File: config.mk
export PLATFORM = sky130hd
export DESIGN_NAME = value_queue_table_core
export DESIGN_NICKNAME = d
export VERILOG_FILES = /design/src/hw/rtl/vqt_pkg.sv /design/src/hw/rtl/value_queue_table_core.sv
export SDC_FILE = /design/constraint.sdc
export NUM_CORES = 1
export LEC_CHECK = 0
export BUFFER_PORTS_ARGS = -buffer_cell sky130_fd_sc_hd__buf_4
export CORE_MARGIN = 3
export CORE_UTILIZATION = 58
export CTS_BUF_LIST = sky130_fd_sc_hd__clkbuf_2 sky130_fd_sc_hd__clkbuf_4 sky130_fd_sc_hd__clkbuf_8
export DETAILED_ROUTE_END_ITERATION = 8
export PLACE_DENSITY = 0.87
export SETUP_SLACK_MARGIN = 0.05
export SYNTH_ARGS = -nofsm -noshare
export SYNTH_HDL_FRONTEND = slang
export SYNTH_SLANG_ARGS = --single-unit
File: constraint.sdc
create_clock -name clk -period 5.1 [get_ports clk]
set_clock_uncertainty 0.05 [all_clocks]
set_input_delay 0 -clock clk [delete_from_list [all_inputs] [get_ports clk]]
set_output_delay 0 -clock clk [all_outputs]
set_load 0.01 [all_outputs]
File: src/hw/rtl/vqt_pkg.sv
`timescale 1ns / 1ps
// ----------------------------------------------------------------------------
// vqt_pkg
// Shared sizes, field widths, request modes and status codes for the value
// queue table.
// ----------------------------------------------------------------------------
package vqt_pkg;

  localparam int DEPTH   = 16;
  localparam int IDX_W   = (DEPTH > 1) ? $clog2(DEPTH) : 1;
  localparam int CNT_W   = $clog2(DEPTH + 1);

  localparam int MODE_W  = 3;
  localparam int VALUE_W = 32;
  localparam int STAT_W  = 2;
  localparam int HITS_W  = 5;

  localparam logic [HITS_W-1:0] HITS_MAX = '1;

  localparam logic [MODE_W-1:0] MODE_INSERT = 3'd0;
  localparam logic [MODE_W-1:0] MODE_SEARCH = 3'd1;
  localparam logic [MODE_W-1:0] MODE_MODIFY = 3'd2;
  localparam logic [MODE_W-1:0] MODE_DELETE = 3'd3;
  localparam logic [MODE_W-1:0] MODE_VIEW   = 3'd4;

  localparam logic [STAT_W-1:0] STAT_DONE      = 2'd0;
  localparam logic [STAT_W-1:0] STAT_NOT_FOUND = 2'd1;
  localparam logic [STAT_W-1:0] STAT_EMPTY     = 2'd2;
  localparam logic [STAT_W-1:0] STAT_FULL      = 2'd3;

endpackage

File: src/hw/rtl/value_queue_table_core.sv
`timescale 1ns / 1ps
// ----------------------------------------------------------------------------
// value_queue_table_core
// Ordered list of 32-bit values with insert, search, modify, delete and view
// requests, walked one entry per cycle (view stalls on output), 1R1W table.
// ----------------------------------------------------------------------------
// Flow: insert, bad mode or empty list go straight to the response state;
//   search, modify and delete scan the list first, and the delete shift
//   takes over from the scan once the match is found.
// Requests: one at a time; view delivers one entry per cycle unless the
//   output stalls, a pace set by the walk over the table's single read port.
// Reset: rst clears the entry count and the output valid; table contents
//   stay undefined until written.
module value_queue_table_core
  import vqt_pkg::*;
(
  input  logic        clk,
  input  logic        rst,
  input  logic        s_tvalid,
  output logic        s_tready,
  input  logic [63:0] s_tdata,   // [31:0] key_value, [63:32] new_value
  input  logic [2:0]  s_tuser,   // [2:0] mode
  output logic        m_tvalid,
  input  logic        m_tready,
  output logic [39:0] m_tdata,   // [1:0] status, [33:2] entry_value,
                                 // [38:34] match_count, rest zero
  output logic        m_tlast    // last result of the request
);

  typedef enum logic [2:0] {
    S_IDLE,
    S_SCAN,
    S_SHIFT,
    S_VIEW,
    S_RESP
  } state_t;

  state_t              state;
  logic [CNT_W-1:0]    count;
  logic [IDX_W-1:0]    idx;
  logic [HITS_W-1:0]   hits;
  logic [MODE_W-1:0]   mode_r;
  logic [VALUE_W-1:0]  key_r;
  logic [VALUE_W-1:0]  newv_r;
  logic [STAT_W-1:0]   res_status;
  logic [HITS_W-1:0]   res_hits;

  logic [STAT_W-1:0]   out_status;
  logic [VALUE_W-1:0]  out_value;
  logic [HITS_W-1:0]   out_hits;

  logic [VALUE_W-1:0]  mem [DEPTH];
  logic [VALUE_W-1:0]  rd_data;

  logic                accept;
  logic                out_free;
  logic                load_out;
  logic                is_last;
  logic                hit;
  logic [HITS_W-1:0]   hits_next;
  logic                mem_we;
  logic                mem_re;
  logic [IDX_W-1:0]    mem_waddr;
  logic [IDX_W-1:0]    mem_raddr;
  logic [VALUE_W-1:0]  mem_wdata;

  logic [MODE_W-1:0]   in_mode;
  logic [VALUE_W-1:0]  in_key;
  logic [VALUE_W-1:0]  in_newv;

  assign in_mode = s_tuser;
  assign in_key  = s_tdata[31:0];
  assign in_newv = s_tdata[63:32];

  assign s_tready = (state == S_IDLE);
  assign accept   = s_tvalid && s_tready;
  assign out_free = !m_tvalid || m_tready;
  assign load_out = out_free && ((state == S_VIEW) || (state == S_RESP));
  assign is_last  = ((CNT_W'(idx) + CNT_W'(1)) == count);
  assign hit      = (rd_data == key_r);
  assign hits_next = (hit && (hits != HITS_MAX)) ? hits + HITS_W'(1) : hits;

  assign m_tdata = {1'b0, out_hits, out_value, out_status};

  always_comb begin
    mem_we    = 1'b0;
    mem_re    = 1'b0;
    mem_waddr = idx;
    mem_raddr = idx + IDX_W'(1);
    mem_wdata = key_r;
    case (state)
      S_IDLE: begin
        if (accept) begin
          if (in_mode == MODE_INSERT) begin
            if (count != CNT_W'(DEPTH)) begin
              mem_we    = 1'b1;
              mem_waddr = count[IDX_W-1:0];
              mem_wdata = in_key;
            end
          end else if ((in_mode <= MODE_VIEW) && (count != '0)) begin
            mem_re    = 1'b1;
            mem_raddr = '0;
          end
        end
      end
      S_SCAN: begin
        if ((mode_r == MODE_MODIFY) && hit) begin
          mem_we    = 1'b1;
          mem_wdata = newv_r;
        end else if (!is_last) begin
          mem_re = 1'b1;
        end
      end
      S_SHIFT: begin
        // move the current entry one place toward the head
        mem_we    = 1'b1;
        mem_waddr = idx - IDX_W'(1);
        mem_wdata = rd_data;
        mem_re    = !is_last;
      end
      S_VIEW: begin
        mem_re = out_free && !is_last;
      end
      default: begin
        mem_re = 1'b0;
      end
    endcase
  end

  always_ff @(posedge clk) begin
    if (mem_we) begin
      mem[mem_waddr] <= mem_wdata;
    end
    if (mem_re) begin
      rd_data <= mem[mem_raddr];
    end
  end

  always_ff @(posedge clk) begin
    if (rst) begin
      state    <= S_IDLE;
      count    <= '0;
      m_tvalid <= 1'b0;
    end else begin
      if (load_out) begin
        m_tvalid <= 1'b1;
      end else if (m_tready) begin
        m_tvalid <= 1'b0;
      end
      case (state)
        S_IDLE: begin
          if (accept) begin
            mode_r   <= in_mode;
            key_r    <= in_key;
            newv_r   <= in_newv;
            idx      <= '0;
            hits     <= '0;
            res_hits <= '0;
            if (in_mode == MODE_INSERT) begin
              if (count == CNT_W'(DEPTH)) begin
                res_status <= STAT_FULL;
              end else begin
                res_status <= STAT_DONE;
                count      <= count + CNT_W'(1);
              end
              state <= S_RESP;
            end else if (in_mode > MODE_VIEW) begin
              res_status <= STAT_NOT_FOUND;
              state      <= S_RESP;
            end else if (count == '0) begin
              res_status <= STAT_EMPTY;
              state      <= S_RESP;
            end else if (in_mode == MODE_VIEW) begin
              state <= S_VIEW;
            end else begin
              state <= S_SCAN;
            end
          end
        end
        S_SCAN: begin
          case (mode_r)
            MODE_SEARCH: begin
              if (is_last) begin
                res_status <= (hits_next != '0) ? STAT_DONE : STAT_NOT_FOUND;
                res_hits   <= hits_next;
                state      <= S_RESP;
              end else begin
                hits <= hits_next;
                idx  <= idx + IDX_W'(1);
              end
            end
            MODE_MODIFY: begin
              if (hit) begin
                res_status <= STAT_DONE;
                state      <= S_RESP;
              end else if (is_last) begin
                res_status <= STAT_NOT_FOUND;
                state      <= S_RESP;
              end else begin
                idx <= idx + IDX_W'(1);
              end
            end
            MODE_DELETE: begin
              if (hit && is_last) begin
                count      <= count - CNT_W'(1);
                res_status <= STAT_DONE;
                state      <= S_RESP;
              end else if (hit) begin
                idx   <= idx + IDX_W'(1);
                state <= S_SHIFT;
              end else if (is_last) begin
                res_status <= STAT_NOT_FOUND;
                state      <= S_RESP;
              end else begin
                idx <= idx + IDX_W'(1);
              end
            end
            default: begin
              res_status <= STAT_NOT_FOUND;
              state      <= S_RESP;
            end
          endcase
        end
        S_SHIFT: begin
          if (is_last) begin
            count      <= count - CNT_W'(1);
            res_status <= STAT_DONE;
            state      <= S_RESP;
          end else begin
            idx <= idx + IDX_W'(1);
          end
        end
        S_VIEW: begin
          // hold the walk while the previous entry waits at the output
          if (out_free) begin
            out_status <= STAT_DONE;
            out_value  <= rd_data;
            out_hits   <= '0;
            m_tlast    <= is_last;
            if (is_last) begin
              state <= S_IDLE;
            end else begin
              idx <= idx + IDX_W'(1);
            end
          end
        end
        S_RESP: begin
          if (out_free) begin
            out_status <= res_status;
            out_value  <= '0;
            out_hits   <= res_hits;
            m_tlast    <= 1'b1;
            state      <= S_IDLE;
          end
        end
        default: begin
          state <= S_IDLE;
        end
      endcase
    end
  end

endmodule
Yosys cells after proc, flatten, opt, wreduce, memory -nomap -nowiden
Memory sizes are Yosys's and may differ from the RTL's. A register that Yosys moved wholly into a read port is not among the register bits.
Cells that the tools add are included.
{ "word_totals": {"reg_bits": 132, "latchBits": 0, "ramBits": 512, "romBits": 0, "in_bits": 71, "output_inout_bits": 43, "wordCells": 175, "memories": 1} }
{ "mem_list": {"columns": ["name", "words", "width", "read_ports", "rd_clocked_by_memory_dff", "wr", "line_no", "text"], "rows": [
  ["mem", 16, 32, 1, 1, 1, "value_queue_table_core.sv:52", "logic [VALUE_W-1:0] mem [DEPTH];"]
]} }
{ "classes": {"addsub": 6, "multipliers": 0, "div_mod_pow": 0, "magnitude_cmp": 2, "eq_ne": 31, "n_shift": 0, "n_mux": 91, "n_bitwise": 1, "reduce_logical": 29} }
{ "ops": {"columns": ["operator", "count"], "rows": [
  ["two-way mux 32 bit", 6],
  ["case mux 32 bit (3 select lines)", 1],
  ["two-way mux 5 bit", 14],
  ["case mux 32 bit (2 select lines)", 1],
  ["two-way mux 4 bit", 13],
  ["two-way mux 3 bit", 11],
  ["equality test 32 bit", 1],
  ["case mux 5 bit (2 select lines)", 3],
  ["two-way mux 2 bit", 14],
  ["AND reduction 7 bit", 3],
  ["inequality test 2 bit (second input constant)", 9],
  ["two-way mux 1 bit", 16],
  ["case mux 4 bit (4 select lines)", 1],
  ["case mux 3 bit (5 select lines)", 1],
  ["case mux 5 bit (3 select lines)", 1],
  ["equality test 3 x 2 -> 1 bit (second input constant)", 4],
  ["case mux 2 bit (3 select lines)", 2],
  ["case mux 4 bit (3 select lines)", 1],
  ["adder 5 x 1 -> 5 bit (second input constant)", 2],
  ["inequality test 5 bit (second input constant)", 2],
  ["AND reduction 5 bit", 2],
  ["nonzero test 5 bit", 2],
  ["inequality test 3 bit (second input constant)", 3],
  ["case mux 3 bit (3 select lines)", 1],
  ["30 further kinds", 46]
]} }

Logic depth before layout (Yosys ltp)
{ "depth": {"ltp_word": 8, "mapped_depth": 12} }

Worst setup path after synthesis
Ideal clock, no wire load.
{ "synth_timing": {"kind": "flip-flop to flip-flop", "startpoint": "register idx[0]", "endpoint": "register rd_data[0] (read register of mem), enable pin", "setup_ps": 466, "arrival_time_ps": 4234, "required_ps": 4584, "path_slack_ps": 351, "stages_incl_launch_ff": 10, "cell_sequence": "edfxtp_1 -> clkbuf_1 -> inv_1 -> clkbuf_1 -> clkbuf_1 -> ha_1 -> xor2_1 -> nor2_1 -> o211a_1 -> o21ai_0"} }
{ "synth_via": {"elab_chain_cells": 5, "elab_cells_between_ends": 12} }
{ "synth_lines": {"columns": ["item", "line_no", "text"], "rows": [
  ["from (decl)", "value_queue_table_core.sv:40", "logic [IDX_W-1:0] idx;"],
  ["from (signal assigned)", "value_queue_table_core.sv:189", "idx <= idx + IDX_W'(1);"],
  ["from (signal assigned)", "value_queue_table_core.sv:200", "idx <= idx + IDX_W'(1);"],
  ["from (signal assigned)", "value_queue_table_core.sv:209", "idx <= idx + IDX_W'(1);"],
  ["adder 4 x 1 -> 5 bit *", "value_queue_table_core.sv:79", "assign is_last = ((CNT_W'(idx) + CNT_W'(1)) == count);"],
  ["equality test 5 bit *", "value_queue_table_core.sv:79", null],
  ["two-way mux 1 bit or zero test 1 bit (tied branches)", "value_queue_table_core.sv:110, value_queue_table_core.sv:119, value_queue_table_core.sv:122", null],
  ["two-way mux 1 bit or logical AND 1 bit (tied branches)", "value_queue_table_core.sv:107, value_queue_table_core.sv:122", null],
  ["case mux 1 bit (4 select lines) *", "value_queue_table_core.sv:91", "case (state)"],
  ["via mem_re", "value_queue_table_core.sv:62", "logic mem_re;"],
  ["to (decl)", "value_queue_table_core.sv:53", "logic [VALUE_W-1:0] rd_data;"]
]} }
Mark *: on every way through the listed nets, which the timed path passes. The rest lies on a longest branch.
A chain may end at the register's enable or synchronous reset.

Final worst setup path
{ "layout_timing": {"startpoint": "register rd_data[30] (read register of mem)", "endpoint": "memory mem[0][14], enable pin"} }
{ "layout_via": {"elab_chain_cells": 6} }
{ "layout_lines": {"columns": ["item", "line_no", "text"], "rows": [
  ["equality test 32 bit", "value_queue_table_core.sv:80", "assign hit = (rd_data == key_r);"],
  ["logical AND 1 bit", "value_queue_table_core.sv:107", "if ((mode_r == MODE_MODIFY) && hit) begin"],
  ["two-way mux 1 bit", "value_queue_table_core.sv:107", null],
  ["case mux 1 bit (3 select lines)", "value_queue_table_core.sv:91", null],
  ["two-way mux 1 bit", "value_queue_table_core.sv:131", "if (mem_we) begin"],
  ["two-way mux 1 bit (not written as such)", "value_queue_table_core.sv:132", "mem[mem_waddr] <= mem_wdata;"],
  ["to (decl)", "value_queue_table_core.sv:52", null]
]} }
No other way between the ends.

==> impl_metrics.py <==
metrics = {
    "floorplanning": {
        "die_w_um": 225,
        "core_area_um2": 46900,
        "io-pin-count": 114,
        "dieArea_um2": 50400,
        "start_util": 0.592,
        "rows": 79,
        "die_h_um": 225,
    },
    "drt": {
        "viasPerCell": 7.06,
        "routed_wl_mm": 79.8,
        "drt_iter0_markers": 3939,
        "via_count": 19460,
        "first_pass_iters": 8,
        "wl_per_cell_um": 28.9,
        "ant_nets": 0,
        "drc_errors": 0,
    },
    "logic_synthesis": {
        "seq_area_frac_synth": 0.729,
        "synthDistinctLibCells": 64,
        "syn_inst": 1829,
        "synth_top_area_share": 0.723,
        "ys.flop_type": "edfxtp_1",
        "synth_edf_count": 667,
        "synth.area.top_cells": "edfxtp_1 72%, mux4_2 2.6%, and2_1 2.1%, nand2_1 2.1%, o221ai_1 2.1%",
        "ys_ff_latch": 676,
        "synthArstFlopShare": 0,
        "syn_area_per_cell_um2": 15.2,
        "syn_nets": 1908,
        "ys_warn_count": 0,
        "syn-cell-area_um2": 27700,
        "yosys.area.top_type": "edfxtp_1",
    },
    "grt": {
        "overflow": 0,
        "grt_pass1_vias": 19300,
        "grt_max_degree": 133,
        "antenna_found_initial": 6,
        "grt_pass1_wl_mm": 118,
        "grtUsageTotal": 0.312,
    },
    "setup_path": {
        "worstSetupPathType": "register to register",
        "crit_chain": "xor2_1, nor4_2, nand4_1, or4b_2, o21ai_0, nand3_1, nor2_4, buf_12",
        "cp.required_ns": 5.41,
        "worst_setup_path_end_kind": "register",
        "critPathLaunchType": "register",
        "crit_buf_inv": 1,
        "critPathArrivalTime_ns": 5.36,
        "slowest_delay_ns": 0.74,
        "path_delay_family": "simple AND/OR/NAND/NOR gates",
        "cp_max_fo": 21,
        "critPathSlowestCell": "or4b_2",
    },
    "sta": {
        "max_freq_mhz": 198,
        "whs_ns": 0.0169,
        "max_slew.worst_pin.slew_ns": 1.35,
        "fin_crit_ns": 5.05,
        "fin_setup_tns_ns": 0,
        "relSlewSlack": 0.100,
        "hold_violations": 0,
        "layout_setup_ws_ns": 0.0468,
        "rsz0062_at_grt": "false",
        "setup_violations": 0,
        "slew_violations": 0,
        "fin_crit_sh": 0.991,
    },
    "cells_and_area": {
        "final_common_cell": "edfxtp_1",
        "final_nets": 2164,
        "seq_area_um2": 20200,
        "area_growth_pct": 17.3,
        "multi_input_area_um2": 7050,
        "drive_gt1_frac": 0.187,
        "final_cell_mix": "667 x edfxtp_1, 172 x buf_4, 152 x nand2_1",
        "fill_cells": 2502,
        "final_cell_count_no_fill": 2758,
    },
    "clock_tree": {
        "htreeDepth": 3,
        "root_buffer": "clkbuf_8",
        "path_clk_slew_ns": 0.07,
        "cts_tree": "done",
        "cts.sinks": 676,
        "post_cts_buffers": 0,
        "cts_made_buffers": 97,
        "clk-insertion-delay-late_ns": 0.69,
        "clock_path_buffers": 3,
    },
    "power_and_ir_drop": {
        "powerDensity_nw_per_um2": 569,
        "ir_worst_vdd_uv": 326,
        "leakage_nw": 10.8,
    },
    "placed_design": {
        "pre_cts_ws_ns": 0.541,
        "dpl.cell_count": 2484,
        "gp_congestion": 0.898,
        "io_buffers": 112,
        "dp.final_hpwl_mm": 40.2,
    },
    "run": {
        "max-cap-violations": 0,
    },
    "min_path": {
        "hold_path.class": "input port to register",
    },
    "status": {
        "outcome": "finished, final reports clean",
    },
}
-- cell families after synthesis --
| group | Yosys count | share of synthesized area |
|---|---|---|
| flip-flops | 676 | 0.729 |
| adder cells (fa/ha/maj) | 8 | 0.00388 |
| buffers and inverters | 143 | 0.0235 |
| XOR/XNOR | 44 | 0.0144 |
| multiplexers | 36 | 0.0275 |
| other | 1 | 0.000135 |
| AND/OR/NAND/NOR | 361 | 0.0640 |
| AO/OA/AOI/OAI | 560 | 0.138 |
-- cells in the mapped netlist (all sizes together) (42+ instances only) --
| library cell | number |
|---|---|
| nand2 | 154 |
| a21oi | 80 |
| nor2 | 42 |
| a211oi | 67 |
| o221ai | 65 |
| and2 | 97 |
| buf | 52 |
| edfxtp | 667 |
| o22ai | 66 |
| o21ai | 111 |
| a31oi | 65 |
| clkbuf | 86 |
-- cell type report --
class                   instances  share of cell area
flip-flops and latches        676               0.622
multi-input cells            1010               0.217
repair buffers                295              0.0819
clock buffers                 128              0.0484
well taps                     607              0.0234
clock inverters                34             0.00677
inverters                       5            0.000654
diodes                          3            0.000231
-- metrics by stage --
stage	util	power [mW]	cell area [um^2]
after global routing	0.694	19.0	32500
after detailed placement	0.632	13.7	29600
final	0.694	18.5	32500
after global placement	0.632	13.3	29600
after CTS	0.694	17.8	32500
after floorplan	-	11.5	27700
-- power breakdown --
part	switching, mW	total, mW	internal (mW)	leakage [nW]
logic	4.16	6.10	1.93	3.67
registers	0.348	8.20	7.85	6.16
clock network	2.10	4.20	2.10	0.954
-- flip-flops by register name, summed over array words and instances, names as in the netlist, 32 cells and up --
name       flops
newv_r        32
mem          512
key_r         32
rd_data       32
out_value     32
-- final timing paths --
check,start,to,slack [ns],cells after the start
min reg2reg,res_hits[2],out_hits[2],0.53,1
max reg2reg,rd_data[30],mem[0][14],0.05,8
min,s_tdata[47],newv_r[15],0.02,2
max,rd_data[30],mem[0][14],0.05,8
-- layer usage --
metal  share of wire  GRT usage
met1            0.32      0.386
met2            0.47      0.494
met3            0.15     0.0961
met4           0.062      0.175
met5               0          0
-- repair_timing --
item / 4_1_cts / 5_1_grt
gates resized for setup: 0 / 1
hold buffers: 109 / 0
endpoints found under the hold margin: 98 / 0
setup endpoints to repair: 0 / 503
(Power assumes the default switching activity.)
